<file path="src/sv/tss_pkg.sv">
`timescale 1ns / 1ps
// ----------------------------------------------------------------------------
// tss_pkg
// Shared types, codes and sizes of the tiered sorted integer set.
// ----------------------------------------------------------------------------
package tss_pkg;

  localparam int unsigned NARROW_DEPTH = 256;
  localparam int unsigned MIDDLE_DEPTH = 256;
  localparam int unsigned WIDE_DEPTH   = 256;
  localparam int unsigned NUM_TIERS    = 3;
  localparam int unsigned IDX_W        = 8;
  localparam int unsigned CNT_W        = 9;
  localparam int unsigned TOT_W        = 10;
  localparam logic signed [63:0] KEY_MAX = 64'sh7FFF_FFFF_FFFF_FFFF;

  typedef enum logic [2:0] {
    OP_INSERT  = 3'd0,
    OP_REMOVE  = 3'd1,
    OP_FIND    = 3'd2,
    OP_GET     = 3'd3,
    OP_RESTART = 3'd4,
    OP_NEXT    = 3'd5
  } op_t;

  typedef enum logic [1:0] {
    ST_OK   = 2'd0,
    ST_MISS = 2'd1,
    ST_FULL = 2'd2
  } status_t;

  typedef enum logic [1:0] {
    TIER_NARROW = 2'd0,
    TIER_MIDDLE = 2'd1,
    TIER_WIDE   = 2'd2
  } tier_t;

  typedef enum logic [3:0] {
    S_IDLE, S_SRCH_RD, S_SRCH_CMP, S_HIT_RD, S_HIT_CMP, S_DECIDE,
    S_SHIFT_RD, S_SHIFT_WR, S_MERGE_RD, S_MERGE_CMP, S_OUT
  } state_t;

  // One tier store port: request side.
  typedef struct packed {
    logic              rd;
    logic [IDX_W-1:0]  raddr;
    logic              wr;
    logic [IDX_W-1:0]  waddr;
    logic signed [63:0] wdata;
  } mem_req_t;

  typedef struct packed {
    logic [1:0]         status;
    logic signed [63:0] value_out;
    logic [TOT_W-1:0]   rank_out;
    logic [TOT_W-1:0]   member_count;
  } result_t;

  function automatic tier_t tier_of(input logic signed [63:0] v);
    if (v >= -64'sd32768 && v <= 64'sd32767) return TIER_NARROW;
    if (v >= -64'sd2147483648 && v <= 64'sd2147483647) return TIER_MIDDLE;
    return TIER_WIDE;
  endfunction

endpackage

</file>
<file path="src/sv/tss_if.sv">
`timescale 1ns / 1ps
// ----------------------------------------------------------------------------
// tss_in_if / tss_out_if
// Valid/ready channels for operations and results.
// ----------------------------------------------------------------------------
interface tss_in_if;
  logic               valid;
  logic               ready;
  logic [2:0]         operation;
  logic signed [63:0] key;
  logic [9:0]         rank;
  modport source (output valid, operation, key, rank, input ready);
  modport sink   (input valid, operation, key, rank, output ready);
endinterface

interface tss_out_if;
  logic               valid;
  logic               ready;
  logic [1:0]         status;
  logic signed [63:0] value_out;
  logic [9:0]         rank_out;
  logic [9:0]         member_count;
  modport source (output valid, status, value_out, rank_out, member_count, input ready);
  modport sink   (input valid, status, value_out, rank_out, member_count, output ready);
endinterface

</file>
<file path="src/sv/tss_ctrl.sv">
`timescale 1ns / 1ps
// ----------------------------------------------------------------------------
// tss_ctrl
// Sequencer: binary search, shift by read/write back, three-way merge.
// ----------------------------------------------------------------------------
module tss_ctrl
  import tss_pkg::*;
(
  input  logic               clk,
  input  logic               rst_n,
  tss_in_if.sink             in_ch,
  tss_out_if.source          out_ch,
  output mem_req_t           req_n,
  output mem_req_t           req_m,
  output mem_req_t           req_w,
  input  logic signed [63:0] rdata_n,
  input  logic signed [63:0] rdata_m,
  input  logic signed [63:0] rdata_w,
  output logic               busy
);

  state_t             state_r, state_nxt;
  op_t                op_r, op_nxt;
  logic signed [63:0] key_r, key_nxt;
  logic [TOT_W-1:0]   rank_r, rank_nxt;
  tier_t              tier_r, tier_nxt;
  logic [CNT_W-1:0]   lo_r, lo_nxt, hi_r, hi_nxt;
  logic               hit_r, hit_nxt;
  logic               any_r, any_nxt;
  logic [TOT_W-1:0]   racc_r, racc_nxt;
  logic [CNT_W-1:0]   sh_r, sh_nxt;      // shift cursor
  logic signed [63:0] hold_r, hold_nxt;  // value in flight during shift
  logic [CNT_W-1:0]   cnt_r [NUM_TIERS];
  logic [CNT_W-1:0]   cnt_nxt [NUM_TIERS];
  logic [CNT_W-1:0]   it_r [NUM_TIERS];
  logic [CNT_W-1:0]   it_nxt [NUM_TIERS];
  logic [CNT_W-1:0]   mp_r [NUM_TIERS];
  logic [CNT_W-1:0]   mp_nxt [NUM_TIERS];
  logic [TOT_W-1:0]   step_r, step_nxt;  // merge picks done
  result_t            res_r, res_nxt;
  logic               ovalid_r, ovalid_nxt;

  logic [CNT_W-1:0]   mid;
  logic signed [63:0] rsel;
  logic [CNT_W-1:0]   tcnt;
  logic [TOT_W-1:0]   total;
  logic [1:0]         best;
  logic               found;
  logic signed [63:0] bv;
  logic               mv [NUM_TIERS];
  logic signed [63:0] mval [NUM_TIERS];
  mem_req_t           rq [NUM_TIERS];

  assign mid   = lo_r + ((hi_r - lo_r) >> 1);
  assign tcnt  = cnt_r[tier_r];
  assign total = TOT_W'(cnt_r[0]) + TOT_W'(cnt_r[1]) + TOT_W'(cnt_r[2]);
  assign mval[0] = rdata_n;
  assign mval[1] = rdata_m;
  assign mval[2] = rdata_w;
  assign busy = (state_r != S_IDLE);

  always_comb begin
    unique case (tier_r)
      TIER_NARROW: rsel = rdata_n;
      TIER_MIDDLE: rsel = rdata_m;
      default:     rsel = rdata_w;
    endcase
  end

  // Smallest live head among the three tiers.
  always_comb begin
    best  = 2'd0;
    found = 1'b0;
    bv    = KEY_MAX;
    for (int t = 0; t < NUM_TIERS; t++) begin
      mv[t] = mp_r[t] < cnt_r[t];
      if (mv[t] && (!found || mval[t] < bv)) begin
        best  = 2'(t);
        bv    = mval[t];
        found = 1'b1;
      end
    end
  end

  always_comb begin
    state_nxt = state_r;
    op_nxt = op_r; key_nxt = key_r; rank_nxt = rank_r; tier_nxt = tier_r;
    lo_nxt = lo_r; hi_nxt = hi_r; hit_nxt = hit_r; any_nxt = any_r;
    racc_nxt = racc_r; sh_nxt = sh_r; hold_nxt = hold_r;
    step_nxt = step_r; res_nxt = res_r; ovalid_nxt = ovalid_r;
    for (int t = 0; t < NUM_TIERS; t++) begin
      cnt_nxt[t] = cnt_r[t];
      it_nxt[t]  = it_r[t];
      mp_nxt[t]  = mp_r[t];
      rq[t] = '0;
    end
    in_ch.ready = 1'b0;

    if (out_ch.ready) ovalid_nxt = 1'b0;

    unique case (state_r)
      S_IDLE: begin
        in_ch.ready = !ovalid_r || out_ch.ready;
        if (in_ch.valid && in_ch.ready) begin
          op_nxt   = op_t'(in_ch.operation);
          key_nxt  = in_ch.key;
          rank_nxt = in_ch.rank;
          res_nxt  = '0;
          any_nxt  = 1'b0;
          racc_nxt = '0;
          step_nxt = '0;
          unique case (op_t'(in_ch.operation))
            OP_INSERT, OP_REMOVE: begin
              tier_nxt  = tier_of(in_ch.key);
              lo_nxt    = '0;
              hi_nxt    = cnt_r[tier_of(in_ch.key)];
              state_nxt = S_SRCH_RD;
            end
            OP_FIND: begin
              tier_nxt  = TIER_NARROW;
              lo_nxt    = '0;
              hi_nxt    = cnt_r[0];
              state_nxt = S_SRCH_RD;
            end
            OP_GET: begin
              if (in_ch.rank >= total) begin
                res_nxt.status = ST_MISS;
                state_nxt = S_OUT;
              end else begin
                for (int t = 0; t < NUM_TIERS; t++) mp_nxt[t] = '0;
                state_nxt = S_MERGE_RD;
              end
            end
            OP_RESTART: begin
              for (int t = 0; t < NUM_TIERS; t++) it_nxt[t] = '0;
              state_nxt = S_OUT;
            end
            OP_NEXT: begin
              for (int t = 0; t < NUM_TIERS; t++) mp_nxt[t] = it_r[t];
              state_nxt = S_MERGE_RD;
            end
            default: begin
              res_nxt.status = ST_MISS;
              state_nxt = S_OUT;
            end
          endcase
        end
      end

      S_SRCH_RD: begin
        if (lo_r < hi_r) begin
          rq[tier_r].rd    = 1'b1;
          rq[tier_r].raddr = mid[IDX_W-1:0];
          state_nxt = S_SRCH_CMP;
        end else if (lo_r < tcnt) begin
          rq[tier_r].rd    = 1'b1;
          rq[tier_r].raddr = lo_r[IDX_W-1:0];
          state_nxt = S_HIT_RD;
        end else begin
          hit_nxt   = 1'b0;
          state_nxt = S_DECIDE;
        end
      end

      S_SRCH_CMP: begin
        if (rsel < key_r) lo_nxt = mid + 1'b1;
        else hi_nxt = mid;
        state_nxt = S_SRCH_RD;
      end

      S_HIT_RD: begin
        hit_nxt   = (rsel == key_r);
        state_nxt = S_DECIDE;
      end

      S_DECIDE: begin
        unique case (op_r)
          OP_FIND: begin
            racc_nxt = racc_r + TOT_W'(lo_r);
            if (hit_r) any_nxt = 1'b1;
            if (tier_r == TIER_WIDE) begin
              res_nxt.status   = (any_r || hit_r) ? ST_OK : ST_MISS;
              res_nxt.rank_out = racc_r + TOT_W'(lo_r);
              state_nxt = S_OUT;
            end else begin
              tier_nxt  = tier_t'(tier_r + 2'd1);
              lo_nxt    = '0;
              hi_nxt    = cnt_r[tier_r + 2'd1];
              state_nxt = S_SRCH_RD;
            end
          end
          OP_INSERT: begin
            if (hit_r) begin
              res_nxt.status = ST_MISS;
              state_nxt = S_OUT;
            end else if (tcnt[CNT_W-1]) begin
              res_nxt.status = ST_FULL;
              state_nxt = S_OUT;
            end else begin
              // Walk up from pos, carrying each displaced entry.
              hold_nxt  = key_r;
              sh_nxt    = lo_r;
              state_nxt = S_SHIFT_RD;
            end
          end
          default: begin
            if (!hit_r) begin
              res_nxt.status = ST_MISS;
              state_nxt = S_OUT;
            end else begin
              sh_nxt    = lo_r;
              state_nxt = S_SHIFT_RD;
            end
          end
        endcase
      end

      S_SHIFT_RD: begin
        if (op_r == OP_INSERT) begin
          if (sh_r == tcnt) begin
            rq[tier_r].wr    = 1'b1;
            rq[tier_r].waddr = sh_r[IDX_W-1:0];
            rq[tier_r].wdata = hold_r;
            cnt_nxt[tier_r]  = tcnt + 1'b1;
            state_nxt = S_OUT;
          end else begin
            rq[tier_r].rd    = 1'b1;
            rq[tier_r].raddr = sh_r[IDX_W-1:0];
            state_nxt = S_SHIFT_WR;
          end
        end else begin
          if (sh_r + 1'b1 >= tcnt) begin
            cnt_nxt[tier_r] = tcnt - 1'b1;
            state_nxt = S_OUT;
          end else begin
            rq[tier_r].rd    = 1'b1;
            rq[tier_r].raddr = IDX_W'(sh_r + 1'b1);
            state_nxt = S_SHIFT_WR;
          end
        end
      end

      S_SHIFT_WR: begin
        rq[tier_r].wr    = 1'b1;
        rq[tier_r].waddr = sh_r[IDX_W-1:0];
        if (op_r == OP_INSERT) begin
          rq[tier_r].wdata = hold_r;
          hold_nxt = rsel;
        end else begin
          rq[tier_r].wdata = rsel;
        end
        sh_nxt    = sh_r + 1'b1;
        state_nxt = S_SHIFT_RD;
      end

      S_MERGE_RD: begin
        for (int t = 0; t < NUM_TIERS; t++) begin
          rq[t].rd    = 1'b1;
          rq[t].raddr = mp_r[t][IDX_W-1:0];
        end
        state_nxt = S_MERGE_CMP;
      end

      S_MERGE_CMP: begin
        if (op_r == OP_NEXT) begin
          if (found) begin
            it_nxt[best]      = it_r[best] + 1'b1;
            res_nxt.value_out = bv;
          end else begin
            res_nxt.status = ST_MISS;
          end
          state_nxt = S_OUT;
        end else begin
          // rank < total, so a pick always exists here
          mp_nxt[best] = mp_r[best] + 1'b1;
          if (step_r == rank_r) begin
            res_nxt.value_out = bv;
            state_nxt = S_OUT;
          end else begin
            step_nxt  = step_r + 1'b1;
            state_nxt = S_MERGE_RD;
          end
        end
      end

      S_OUT: begin
        res_nxt.member_count = total;
        ovalid_nxt = 1'b1;
        state_nxt  = S_IDLE;
      end

      default: state_nxt = S_IDLE;
    endcase
  end

  assign req_n = rq[0];
  assign req_m = rq[1];
  assign req_w = rq[2];

  assign out_ch.valid        = ovalid_r;
  assign out_ch.status       = res_r.status;
  assign out_ch.value_out    = res_r.value_out;
  assign out_ch.rank_out     = res_r.rank_out;
  assign out_ch.member_count = res_r.member_count;

  always_ff @(posedge clk) begin
    if (!rst_n) begin
      state_r  <= S_IDLE;
      ovalid_r <= 1'b0;
      for (int t = 0; t < NUM_TIERS; t++) begin
        cnt_r[t] <= '0;
        it_r[t]  <= '0;
      end
    end else begin
      state_r  <= state_nxt;
      ovalid_r <= ovalid_nxt;
      for (int t = 0; t < NUM_TIERS; t++) begin
        cnt_r[t] <= cnt_nxt[t];
        it_r[t]  <= it_nxt[t];
      end
    end
  end

  always_ff @(posedge clk) begin
    op_r <= op_nxt; key_r <= key_nxt; rank_r <= rank_nxt; tier_r <= tier_nxt;
    lo_r <= lo_nxt; hi_r <= hi_nxt; hit_r <= hit_nxt; any_r <= any_nxt;
    racc_r <= racc_nxt; sh_r <= sh_nxt; hold_r <= hold_nxt;
    step_r <= step_nxt; res_r <= res_nxt;
    for (int t = 0; t < NUM_TIERS; t++) mp_r[t] <= mp_nxt[t];
  end

endmodule

</file>
<file path="src/flat_wrapper.sv">
// flat-port wrapper written by rule: the top's interface ports become plain ports
module tss_ctrl_flat import tss_pkg::*;
  (clk, rst_n, req_n, req_m, req_w, rdata_n, rdata_m, rdata_w, busy, in_ch_valid, in_ch_operation, in_ch_key, in_ch_rank, in_ch_ready, out_ch_valid, out_ch_status, out_ch_value_out, out_ch_rank_out, out_ch_member_count, out_ch_ready);
  tss_in_if in_ch_i ();
  tss_out_if out_ch_i ();
  input  logic clk;
  input  logic rst_n;
  output mem_req_t req_n;
  output mem_req_t req_m;
  output mem_req_t req_w;
  input  logic signed [63:0] rdata_n;
  input  logic signed [63:0] rdata_m;
  input  logic signed [63:0] rdata_w;
  output logic busy;
  input wire logic [$bits(in_ch_i.valid)-1:0] in_ch_valid;
  input wire logic [$bits(in_ch_i.operation)-1:0] in_ch_operation;
  input wire logic [$bits(in_ch_i.key)-1:0] in_ch_key;
  input wire logic [$bits(in_ch_i.rank)-1:0] in_ch_rank;
  output wire logic [$bits(in_ch_i.ready)-1:0] in_ch_ready;
  output wire logic [$bits(out_ch_i.valid)-1:0] out_ch_valid;
  output wire logic [$bits(out_ch_i.status)-1:0] out_ch_status;
  output wire logic [$bits(out_ch_i.value_out)-1:0] out_ch_value_out;
  output wire logic [$bits(out_ch_i.rank_out)-1:0] out_ch_rank_out;
  output wire logic [$bits(out_ch_i.member_count)-1:0] out_ch_member_count;
  input wire logic [$bits(out_ch_i.ready)-1:0] out_ch_ready;
  assign in_ch_i.valid = in_ch_valid;
  assign in_ch_i.operation = in_ch_operation;
  assign in_ch_i.key = in_ch_key;
  assign in_ch_i.rank = in_ch_rank;
  assign in_ch_ready = in_ch_i.ready;
  assign out_ch_valid = out_ch_i.valid;
  assign out_ch_status = out_ch_i.status;
  assign out_ch_value_out = out_ch_i.value_out;
  assign out_ch_rank_out = out_ch_i.rank_out;
  assign out_ch_member_count = out_ch_i.member_count;
  assign out_ch_i.ready = out_ch_ready;
  tss_ctrl u_core (.clk(clk), .rst_n(rst_n), .in_ch(in_ch_i), .out_ch(out_ch_i), .req_n(req_n), .req_m(req_m), .req_w(req_w), .rdata_n(rdata_n), .rdata_m(rdata_m), .rdata_w(rdata_w), .busy(busy));
endmodule
</file>
<file path="config.mk">
export PLATFORM = sky130hd
export DESIGN_NAME = tss_ctrl_flat
export DESIGN_NICKNAME = d
export VERILOG_FILES = /design/src/sv/tss_pkg.sv /design/src/sv/tss_if.sv /design/src/sv/tss_ctrl.sv /design/src/flat_wrapper.sv
export SDC_FILE = /design/constraint.sdc
export NUM_CORES = 2
export LEC_CHECK = 0
export BUFFER_PORTS_ARGS = -buffer_cell sky130_fd_sc_hd__buf_4
export CORE_AREA = 4 4 236 238
export CTS_BUF_LIST = sky130_fd_sc_hd__clkbuf_8
export DETAILED_ROUTE_END_ITERATION = 12
export DIE_AREA = 0 0 240 242
export PLACE_DENSITY_LB_ADDON = 0.3
export SLEW_MARGIN = 20
export SYNTH_ARGS = -nofsm -noshare
export SYNTH_HDL_FRONTEND = slang
export SYNTH_SLANG_ARGS = --single-unit
</file>
<file path="constraint.sdc">
create_clock -name clk -period 11.63 [get_ports clk]
set_input_delay 0 -clock clk [delete_from_list [all_inputs] [get_ports clk]]
set_output_delay 0 -clock clk [all_outputs]
set_load 0.05 [all_outputs]
</file>
-- Word level (Yosys, flattened, before mapping)
Memory sizes are Yosys's and may differ from the RTL's. A register that Yosys moved wholly into a read port is not among the register bits.
Cells that the tools add are included.
- register bits: 283
- bits in writable memories: 81
- output and inout bits: 335
- logic and storage cells: 317
- memories: 3
- memories (name ; depth ; width ; rd ports ; clocked after memory_dff ; write ports ; RTL line ; text):
    u_core.cnt_r ; 3 ; 9 ; 6 ; 1 ; 3 ; tss_ctrl.sv:33 ; logic [CNT_W-1:0] cnt_r [NUM_TIERS];
    u_core.it_r ; 3 ; 9 ; 4 ; 0 ; 3 ; tss_ctrl.sv:35 ; logic [CNT_W-1:0] it_r [NUM_TIERS];
    u_core.mp_r ; 3 ; 9 ; 4 ; 0 ; 3 ; tss_ctrl.sv:37 ; logic [CNT_W-1:0] mp_r [NUM_TIERS];
- $add $sub $neg: 13
- $lt $le $gt $ge: 18
- eq/ne operators: 49
- multiplexer cells: 164
- bitwise gates (word level): 8
- reduce and logical (&&, ||, !) cells: 44
- operators with widths (operator ; number):
    bitwise mux 246 bit ; 7
    two-way mux 246 bit ; 6
    demux 82 bit (select 2 bit) ; 5
    two-way mux 64 bit ; 11
    case mux 73 bit (3 select lines) ; 3
    case mux 64 bit (2 select lines) ; 3
    two-way mux 27 bit ; 11
    < comparator 64 bit ; 3
    two-way mux 9 bit ; 20
    case mux 27 bit (2 select lines) ; 3
    bitwise mux 27 bit ; 4
    case mux 9 bit (4 select lines) ; 3
    two-way mux 86 bit ; 1
    two-way mux 82 bit ; 1
    two-way mux 81 bit ; 1
    case mux 10 bit (2 select lines) ; 4
    two-way mux 73 bit ; 1
    two-way mux 72 bit ; 1
    == test 64 bit ; 1
    greater-or-equal comparator 64 x 16 -> 1 bit, second input constant ; 1
    greater-or-equal comparator 64 x 32 -> 1 bit, second input constant ; 1
    less-or-equal comparator 64 x 16 -> 1 bit, second input constant ; 1
    less-or-equal comparator 64 x 32 -> 1 bit, second input constant ; 1
    two-way mux 10 bit ; 6
    64 further kinds ; 197

-- Logic depth before layout (Yosys ltp)
An unclocked memory read counts as a cell.
- word-level depth: 21
- mapped depth: 45
- depth with buffers taken out: 39

-- Least setup slack after synthesis
No wires, ideal clock.
- kind: reg-to-reg
- from: memory u_core.mp_r[0][2]
- to: memory u_core.it_r[0][8]
- setup time: 0.117 ns
- arrival time: 8.198 ns
- slack: 3.315 ns
- stages on the path, launching flop included: 43
- path buffers: 7
- path through: edfxtp_1 > ha_1 > nand2_1 > o21ai_0 > nand4_1 > nand2_1 > clkbuf_1 > clkbuf_1 > nor2_1 > ha_1 > nand4_1 > or4_1 > and4bb_1 > nand3_1 > a311oi_2 > nor4bb_1 > nor3_1 > clkbuf_1 > [7 not listed] > o21a_1 > o41ai_1 > o2111ai_1 > xnor2_1 > a221oi_1 > o31ai_4 > buf_6 > buf_2 > a31oi_1 > ha_1 > clkbuf_1 > nand3_1 > nor2_1 > nand3_1 > xnor2_1 > o21ai_0 > mux2i_1 > a22o_1
- RTL lines (item ; RTL line):
    start, declared ; tss_ctrl.sv:37
    end, declared ; tss_ctrl.sv:35

==> metrics.cfg <==
[outcome]
outcome = finished clean

[global_routing]
overflow = 0
grt.busiest_layer = met2
use_met3 = 0.110
use_met2 = 0.615
grt_max_degree = 113
grt_use_total = 0.408
grt.met1_usage = 0.531
antenna_found_initial = 17
grt_pass1_wl_um = 182000
grt_pass1_vias = 29140

[clock_network]
cts_root_buf = clkbuf_8
cts_sinks = 366
htreeDepth = 3
clock_latency_ns = 0.65
clkSlewWorstSetupHoldPaths_ns = 0.06
numCtsBuffers = 68
cts_setup_buffers = 0
cts_tree = yes
cts_max_path_buffers = 3

[route]
antenna_left = 0
drt_iter0_drc = 4667
drc = 0
vias_per_cell = 6.45
firstDrtPassIters = 7
wl_per_cell_um = 25.8
finalWirelength_um = 125000
vias = 31271

[timing]
hold_viol_final = 0
slew_headroom = 0.230
setup_viol = 0
min_period_over_period = 0.884
setup_tns_ns = 0
finalCriticalPeriod_ns = 10.29
maxSlewViolCount = 0
clock.fmax_mhz = 97.2
worst_pin_slew_ns = 1.14
rsz0062_at_grt = no
finClkSkew_ns = 0.0418

[place]
dp_cells = 4510
port_buffers = 607
routabilityCongestion = 1.01
post-dp-hpwl_um = 92900

[power]
swShare = 0.501
seqPwrFrac = 0.278
peakVddDrop_mv = 0.871
p_switching_mw = 3.97
p_leak_nw = 16.6
p_comb_frac = 0.566
power_density_nw_per_um2 = 212
p_int_mw = 3.95
power_frac_clock = 0.156

[critical_path]
crit_path_max_incr_delay_ns = 0.68
critPathArrivalTime_ns = 10.82
critPathLaunchType = flip-flop
cp_max_fo = 94
endpoint_kind = flip-flop
slowest_stage = or4_1
worst-setup-path-type = reg2reg
worstPathRequired_ns = 12.17

[synth]
avgSynthCellArea_um2 = 8.63
postSynthCellCount = 3358
syn-num-nets = 3929
ys_warn_count = 0
synthTopCellsByArea = edfxtp_1, ha_1, nand2_1
syn_area_um2 = 29000
yosys.area.top_type_share = 0.316
synth-edff-count = 305
yosys_register_bits = 366
synthFlopType = edfxtp_1
async_flop_share = 0
synth.distinct_cells = 75
synth_area_leader_cell = edfxtp_1
yosysSeqAreaShare = 0.358

[floorplan]
die_area_um2 = 58100
coreArea_um2 = 53600
num_io_pins = 608
rows = 85
die_h_um = 242
start_util = 0.541
die-width_um = 240

[worst_hold_path]
min_path_type = in2reg

[job]
maxCapViolCount = 0

[final_layout]
fin_nets = 4650
finalNonFillerCells = 4848
multi_input_area_um2 = 17200
area_growth_pct = 29.0
drive_gt1_frac = 0.191
num-fill-cells = 4246
ff_latch_area_um2 = 10400

## cell usage in the layout (no fill, tap or decap), types with 66 or more instances in the layout
| cell type | instances |
|---|---|
| buf_4 | 648 |
| nor2_1 | 232 |
| a22oi_1 | 88 |
| edfxtp_1 | 305 |
| o21ai_0 | 350 |
| a22o_1 | 148 |
| ha_1 | 283 |
| nand2b_1 | 77 |
| clkbuf_8 | 74 |
| nand3_1 | 72 |
| a21oi_1 | 186 |
| inv_1 | 232 |
| dlygate4sd3_1 | 194 |
| nand4_1 | 66 |
| nand2_1 | 476 |
## registers in the layout, indices dropped and copies added, names as in the netlist, 3 cells and up, named ones only
| signal | cells |
|---|---|
| u_core.key_r | 64 |
| u_core.out_ch.value_out | 64 |
| u_core.out_ch.rank_out | 10 |
| u_core.state_r | 4 |
| u_core.it_r | 27 |
| u_core.lo_r | 9 |
| u_core.hi_r | 9 |
| u_core.racc_r | 10 |
| u_core.mp_r | 27 |
| u_core.op_r | 3 |
| u_core.sh_r | 9 |
| u_core.hold_r | 64 |
| u_core.step_r | 10 |
| u_core.cnt_r | 27 |
| u_core.rank_r | 10 |
| u_core.out_ch.member_count | 10 |
## layout make-up
| class | instances | area share |
|---|---|---|
| Antenna cell | 19 | 0.00127 |
| Sequential cell | 366 | 0.278 |
| Multi-Input combinational cell | 2589 | 0.459 |
| Timing Repair Buffer | 843 | 0.183 |
| Clock inverter | 50 | 0.00733 |
| Inverter | 211 | 0.0212 |
| Tap cell | 696 | 0.0233 |
| Clock buffer | 74 | 0.0272 |
## synth_stat cells (12+ instances only)
library cell  instances
a22oi_1              88
and3_1               47
o21ai_0             350
buf_2                21
nor2_1              232
inv_1               209
xnor2_1              64
a32o_1               13
a21oi_1             187
nor3_1               37
mux2i_1              50
clkbuf_1            144
fa_1                 13
nor2b_1              18
and2_1               18
o21a_1               12
a21o_1               65
buf_1                19
a211oi_1             23
ha_1                285
a22o_1              148
nand3_1              74
dfxtp_1              61
nand2b_1             77
xor2_1               46
o21bai_1             13
nand4_1              66
edfxtp_1            305
a222oi_1             12
o211ai_1             20
nor4_1               24
nand2_1             479
## kinds of logic after synthesis
| group | share of synthesized area |
|---|---|
| fa+ha+maj | 0.132 |
| buf+inv | 0.0543 |
| simple gates | 0.176 |
| compound gates | 0.227 |
| xor+xnor | 0.0332 |
| mux | 0.0184 |
| flops | 0.358 |
## layer usage
metal / up-vias / wire length, um / part of all wire
li1: 13772 / - / -
met1: 14508 / 45700 / 0.37
met2: 2476 / 53600 / 0.43
met3: 513 / 17100 / 0.14
met4: 2 / 8430 / 0.067
met5: - / 7 / 0.000056
## worst max-delay path: cells and delay by family, from the launching register on
family	cells	cell delay, ns
AO/OA/AOI/OAI	13	3.34
AND/OR/NAND/NOR	14	3.15
adder cells (fa/ha/maj)	4	1.47
buffers and inverters	2	0.88
flip-flops	1	0.49
multiplexers	2	0.44
XOR/XNOR	2	0.34
## worst paths after layout
kind	slack [ns]	start	depth (start not counted)	end
worst max-delay path	1.34	u_core.mp_r[0][6]	37	u_core.it_r[1][8]
worst min-delay path	0.05	rdata_m[0]	5	u_core.out_ch.value_out[0]
worst max register to register	1.34	u_core.mp_r[0][6]	37	u_core.it_r[1][8]
worst min register to register	0.51	u_core.it_r[2][8]	2	u_core.it_r[2][8]
## power groups by stage
| stage | Sequential, mW | Clock [mW] | Combinational, mW |
|---|---|---|---|
| floorplan | 2.61 | 0 | 2.48 |
| global placement | 2.20 | 0 | 4.24 |
| detailed placement | 2.21 | 0 | 4.28 |
| CTS | 2.19 | 1.24 | 4.37 |
| global route | 2.22 | 1.31 | 4.81 |
| finish | 2.20 | 1.24 | 4.49 |
## stage by stage
stage | instance area (um^2) | utilization | worst slack [ns] | power, mW | hold WS (ns)
final | 37400 | 0.697 | 1.34 | 7.93 | 0.0467
after floorplan | 29000 | - | 3.32 | 5.08 | 0.0989
after CTS | 37300 | 0.696 | 1.36 | 7.80 | 0.0000400
after detailed placement | 34100 | 0.636 | 1.33 | 6.49 | 0.180
after global placement | 34100 | 0.636 | 1.69 | 6.44 | 0.179
after global routing | 37400 | 0.697 | 0.526 | 8.34 | 0.0349
## what timing repair did
action,4_1_cts,5_1_grt
resized for setup,0,0
endpoints found under the hold margin,243,0
hold buffers,194,0
No activity file was read; power rests on OpenSTA's default activity.
